<file path="src/hw/rtl/vrs_pkg.sv">
// ----------------------------------------------------------------------------
// vrs_pkg
// Shared constants, word types and helpers for the variable record stack.
// ----------------------------------------------------------------------------
`default_nettype none

package vrs_pkg;

	localparam int MEM_BYTES    = 4096;
	localparam int HEADER_BYTES = 4;
	localparam int MAX_RECORD   = 64;
	localparam int ALIGN_BYTES  = 8;

	localparam int ADDR_W     = $clog2(MEM_BYTES);
	localparam int TOP_W      = ADDR_W + 1;
	localparam int SUM_W      = TOP_W + 1;
	localparam int CAP_W      = 13;
	localparam int CMP_W      = ((TOP_W > CAP_W) ? TOP_W : CAP_W) + 1;
	localparam int BYTE_W     = 8;
	localparam int LEN_W      = 7;
	localparam int SLOT_W     = 8;
	localparam int ALIGN_SH   = $clog2(ALIGN_BYTES);
	localparam int LIDX_DEPTH = MEM_BYTES / ALIGN_BYTES;
	localparam int LIDX_W     = $clog2(LIDX_DEPTH);

	localparam int APB_ADDR_W = 3;
	localparam int APB_DATA_W = 32;

	// register index is paddr >> 2
	localparam logic REG_CAPACITY = 1'b0;

	localparam logic ACT_PUSH = 1'b0;
	localparam logic ACT_POP  = 1'b1;

	localparam logic [1:0] STATUS_OK       = 2'd0;
	localparam logic [1:0] STATUS_OVERFLOW = 2'd1;
	localparam logic [1:0] STATUS_EMPTY    = 2'd2;
	localparam logic [1:0] STATUS_LIMIT    = 2'd3;

	typedef struct packed {
		logic              action;
		logic [BYTE_W-1:0] data_byte;
		logic [LEN_W-1:0]  record_length;
		logic [LEN_W-1:0]  pop_limit;
	} item_t;

	typedef struct packed {
		logic [1:0]        status;
		logic              is_pop;
		logic [BYTE_W-1:0] out_byte;
		logic [LEN_W-1:0]  out_length;
		logic              byte_valid;
		logic              last;
	} result_t;

	typedef struct packed {
		logic             wr;
		logic [CAP_W-1:0] capacity;
	} cfg_t;

	typedef struct packed {
		logic              we;
		logic [ADDR_W-1:0] waddr;
		logic [BYTE_W-1:0] wdata;
		logic              re;
		logic [ADDR_W-1:0] raddr;
	} dram_req_t;

	typedef struct packed {
		logic              we;
		logic [LIDX_W-1:0] waddr;
		logic [LEN_W-1:0]  wdata;
		logic              re;
		logic [LIDX_W-1:0] raddr;
	} lram_req_t;

	typedef enum logic [1:0] {
		ST_IDLE,
		ST_LEN,
		ST_STREAM
	} ctrl_state_t;

	// bytes taken by a record: data plus header, rounded up to the alignment
	function automatic logic [SLOT_W-1:0] slot_size(input logic [LEN_W-1:0] len);
		logic [SLOT_W-1:0] s;
		s = SLOT_W'(len) + SLOT_W'(ALIGN_BYTES - 1 + HEADER_BYTES);
		return s & ~SLOT_W'(ALIGN_BYTES - 1);
	endfunction

endpackage

`default_nettype wire

</file>
<file path="src/hw/rtl/vrs_apb.sv">
// ----------------------------------------------------------------------------
// vrs_apb
// APB register slave holding the capacity register; a write to it empties the stack.
// ----------------------------------------------------------------------------
`default_nettype none

module vrs_apb (
	input  wire logic                              clk,
	input  wire logic                              arst_n,
	input  wire logic                              psel,
	input  wire logic                              penable,
	input  wire logic                              pwrite,
	input  wire logic [vrs_pkg::APB_ADDR_W-1:0]    paddr,
	input  wire logic [vrs_pkg::APB_DATA_W-1:0]    pwdata,
	output logic      [vrs_pkg::APB_DATA_W-1:0]    prdata,
	output logic                                   pready,
	output vrs_pkg::cfg_t                          cfg
);

	logic [vrs_pkg::CAP_W-1:0] capacity_q;
	logic                      reg_sel;
	logic                      wr_en;

	assign reg_sel = (paddr[vrs_pkg::APB_ADDR_W-1] == vrs_pkg::REG_CAPACITY);
	assign wr_en   = psel && penable && pwrite && pready && reg_sel;

	always_ff @(posedge clk or negedge arst_n) begin
		if (!arst_n) begin
			capacity_q <= vrs_pkg::CAP_W'(vrs_pkg::MEM_BYTES);
		end else if (wr_en) begin
			capacity_q <= pwdata[vrs_pkg::CAP_W-1:0];
		end
	end

	assign pready = 1'b1;
	assign prdata = reg_sel ? vrs_pkg::APB_DATA_W'(capacity_q) : '0;

	assign cfg.wr       = wr_en;
	assign cfg.capacity = capacity_q;

endmodule

`default_nettype wire

</file>
<file path="config.mk">
export PLATFORM = sky130hd
export DESIGN_NAME = vrs_apb
export DESIGN_NICKNAME = d
export VERILOG_FILES = /design/src/hw/rtl/vrs_pkg.sv /design/src/hw/rtl/vrs_apb.sv
export SDC_FILE = /design/constraint.sdc
export NUM_CORES = 1
export LEC_CHECK = 0
export ABC_AREA = 1
export BUFFER_PORTS_ARGS = -buffer_cell sky130_fd_sc_hd__buf_2
export CORE_MARGIN = 1
export CORE_UTILIZATION = 34
export CTS_CLUSTER_DIAMETER = 60
export DETAILED_ROUTE_END_ITERATION = 12
export PLACE_DENSITY = 0.9
export SETUP_SLACK_MARGIN = 0.05
export SLEW_MARGIN = 15
export SYNTH_ARGS = -nofsm -noshare
export SYNTH_HDL_FRONTEND = slang
export SYNTH_SLANG_ARGS = --single-unit
</file>
<file path="constraint.sdc">
create_clock -name clk -period 1 [get_ports clk]
set_clock_uncertainty 0.15 [all_clocks]
set_input_delay 0.15 -clock clk [delete_from_list [all_inputs] [get_ports clk]]
set_output_delay 0.15 -clock clk [all_outputs]
set_load 0.02 [all_outputs]
</file>
==> flow_summary.ini <==
[outcome]
status = finished, violations left
violations = setup timing

[critical_path]
crit_chain = inv_2, nor2_4, buf_6
slowest_delay_ns = 0.56
critPathLaunchType = flip-flop
crit_fanout = 3
crit_arrival_ns = 1.06
end_kind = primary output
worst-r2r-cell-count = 3
slowest_stage = dfstp_2
critical_path_required_ns = 0.70
critical_path_class = flip-flop to primary output

[final_layout]
post-route-cell-area_sq_um = 1530
fin_cells = 205
reg_top3 = capacity_q x13
register_area_sq_um = 342
largest_register = capacity_q
num_antenna_cells = 0
drive_above_1_share = 0.605
largest_reg_flops = 13
area_growth_pct = 87.7
multi_input_area_sq_um = 428
fill_cells = 170
layout.nets = 218

[sta]
rsz0062_at_grt = yes
finalWorstSetupSlack_ns = -0.364
fin_crit_ns = 1.36
finalMaxSlewViolations = 0
finalSetupViolations = 26
hold_violations = 0
clock.fmax_mhz = 733
period_share = 1.36

[grt]
grt_pass1_wl_mm = 3.48
grt_max_degree = 14
first_global_vias = 769
antenna_found_initial = 0
grt_usage = 0.184
grt_remaining_overflow = 0

[clocking]
cts_buffer_depth = 2
htree_levels = 1
cts_tree = yes
cts_sinks = 13
numCtsBuffers = 3
clk_root_buffer_cell = clkbuf_4
insertion_delay_ns = 0.27
clk_pin_slew_ns = 0.08

[place]
dpl.cell_count = 182
place_area_sq_um = 1120
dpl_worst_slack_ns = -0.135
hpwl_mm = 1.41
gp_congestion = 0.673
io_buffer_count = 45

[floorplan]
die_y_um = 50.9
fp.dieW_um = 50.9
initial_core_util = 0.364
fp.coreArea_sq_um = 2230
ioPinCount = 87
die_area_sq_um = 2590
num_rows = 17

[power]
power.density_nw_per_um2 = 1440
peakVddDrop_v = 0.000915
power_mw = 2.19
p_leak_nw = 0.789

[logic_synthesis]
syn_avg_cell_area_sq_um = 7.33
yosys_most_used_dff = dfrtp_1
yosysTopAreaCellShare = 0.369
synth_cells = 111
netlist_top_cells_area = dfrtp_1 37%, buf_4 20%, nand2_1 12%, nand3_1 8.0%, inv_1 7.4%
ys_types = 12
yosysTopAreaCell = dfrtp_1
async_flop_share = 1.00
ys_seq_area_frac = 0.402
synth_edf_count = 0
yosysMostFrequentCell = nand2_1
synth_commonest_cells = 27 x nand2_1, 22 x buf_4, 16 x inv_1
synth_seq_cells = 13
ys_warn_count = 0
netlist_area_sq_um = 813

[drt]
drcViolationCount = 0
vias = 864
firstDrtPassIters = 4
wl_per_cell_um = 11.5
drtAntennaViolNets = 0
drtIter0Drc = 15
drt-total-wl_mm = 2.37
via_per_inst = 4.21

[worst_hold_path]
hold_path_class = primary input to asynchronous set/reset pin

[job]
maxCapViolations = 0
cells by family after synthesis:
kind of cell           synth area share
AND/OR/NAND/NOR                   0.286
buffers and inverters             0.303
flip-flops                        0.402
other                           0.00923
cell type report:
type | instances | share of cell area
multi-input cells | 75 | 0.280
clock buffers | 4 | 0.0172
well taps | 28 | 0.0230
repair buffers | 69 | 0.411
inverters | 16 | 0.0443
flip-flops and latches | 13 | 0.224
final timing paths:
path / endpoint / slack [ns] / from
worst max register to register: capacity_q[7]$_DFFE_PN0P_ / 0.08 / capacity_q[7]$_DFFE_PN0P_
min in group clk: capacity_q[12]$_DFFE_PN1P_ / 0.19 / paddr[2]
worst min-delay path: capacity_q[5]$_DFFE_PN0P_ / 0.16 / arst_n
worst max-delay path: prdata[12] / -0.36 / capacity_q[12]$_DFFE_PN1P_
max in group asynchronous: capacity_q[12]$_DFFE_PN1P_ / 0.26 / arst_n
worst min register to register: capacity_q[12]$_DFFE_PN1P_ / 0.34 / capacity_q[12]$_DFFE_PN1P_
what timing repair did:
| action | CTS | global route |
|---|---|---|
| hold buffers | 14 | 0 |
| resized for setup | 66 | 9 |
| buffers inserted | 4 | 2 |
| endpoints found under the setup margin | 27 | 29 |
| endpoints found under the hold margin | 26 | 0 |
| pin swaps | 7 | 10 |
| gates cloned | 0 | 0 |
power breakdown:
| part | switching (mW) | internal (mW) | leakage [nW] |
|---|---|---|---|
| registers | 0.124 | 0.648 | 0.146 |
| clock network | 0.162 | 0.154 | 0.0150 |
| logic | 0.591 | 0.515 | 0.627 |
| total | 0.877 | 1.32 | 0.789 |
critical path: cells and delay by family (launching register included):
| family | cells | cell delay [ns] |
|---|---|---|
| flops | 1 | 0.56 |
| buf+inv | 2 | 0.17 |
| simple gates | 1 | 0.07 |
layer usage:
| layer | share of wire | track usage | vias to the layer above | routed length (um) |
|---|---|---|---|---|
| met5 | 0 | 0 | - | 0 |
| met4 | 0.0068 | 0.0417 | 0 | 16 |
| met3 | 0.077 | 0.0417 | 4 | 181 |
| met2 | 0.52 | 0.327 | 55 | 1230 |
| met1 | 0.40 | 0.222 | 389 | 936 |
| li1 | - | - | 416 | - |
stage by stage:
stage	hold slack, ns	setup TNS (ns)	util
3_5_place_dp	-0.0954	-1.24	0.504
3_3_place_gp	-0.103	-1.14	0.504
2_1_floorplan	-0.296	-0.0952	-
5_1_grt	0.182	-6.07	0.683
6_report	0.158	-5.17	0.683
4_1_cts	0.142	-5.33	0.666
cell usage in the layout, fill, tap and decap left out:
master          n
buf_12          1
buf_2          17
buf_4           9
buf_6          28
clkbuf_1        1
clkbuf_4        3
conb_1         20
dfrtp_2        12
dfstp_2         1
dlygate4sd3_1  14
inv_2          15
inv_8           1
nand2_1        24
nand2_2         3
nand2_4         1
nand3_1        11
nand3_2         2
nor2_4         14
No activity file was read; power rests on OpenSTA's default activity.
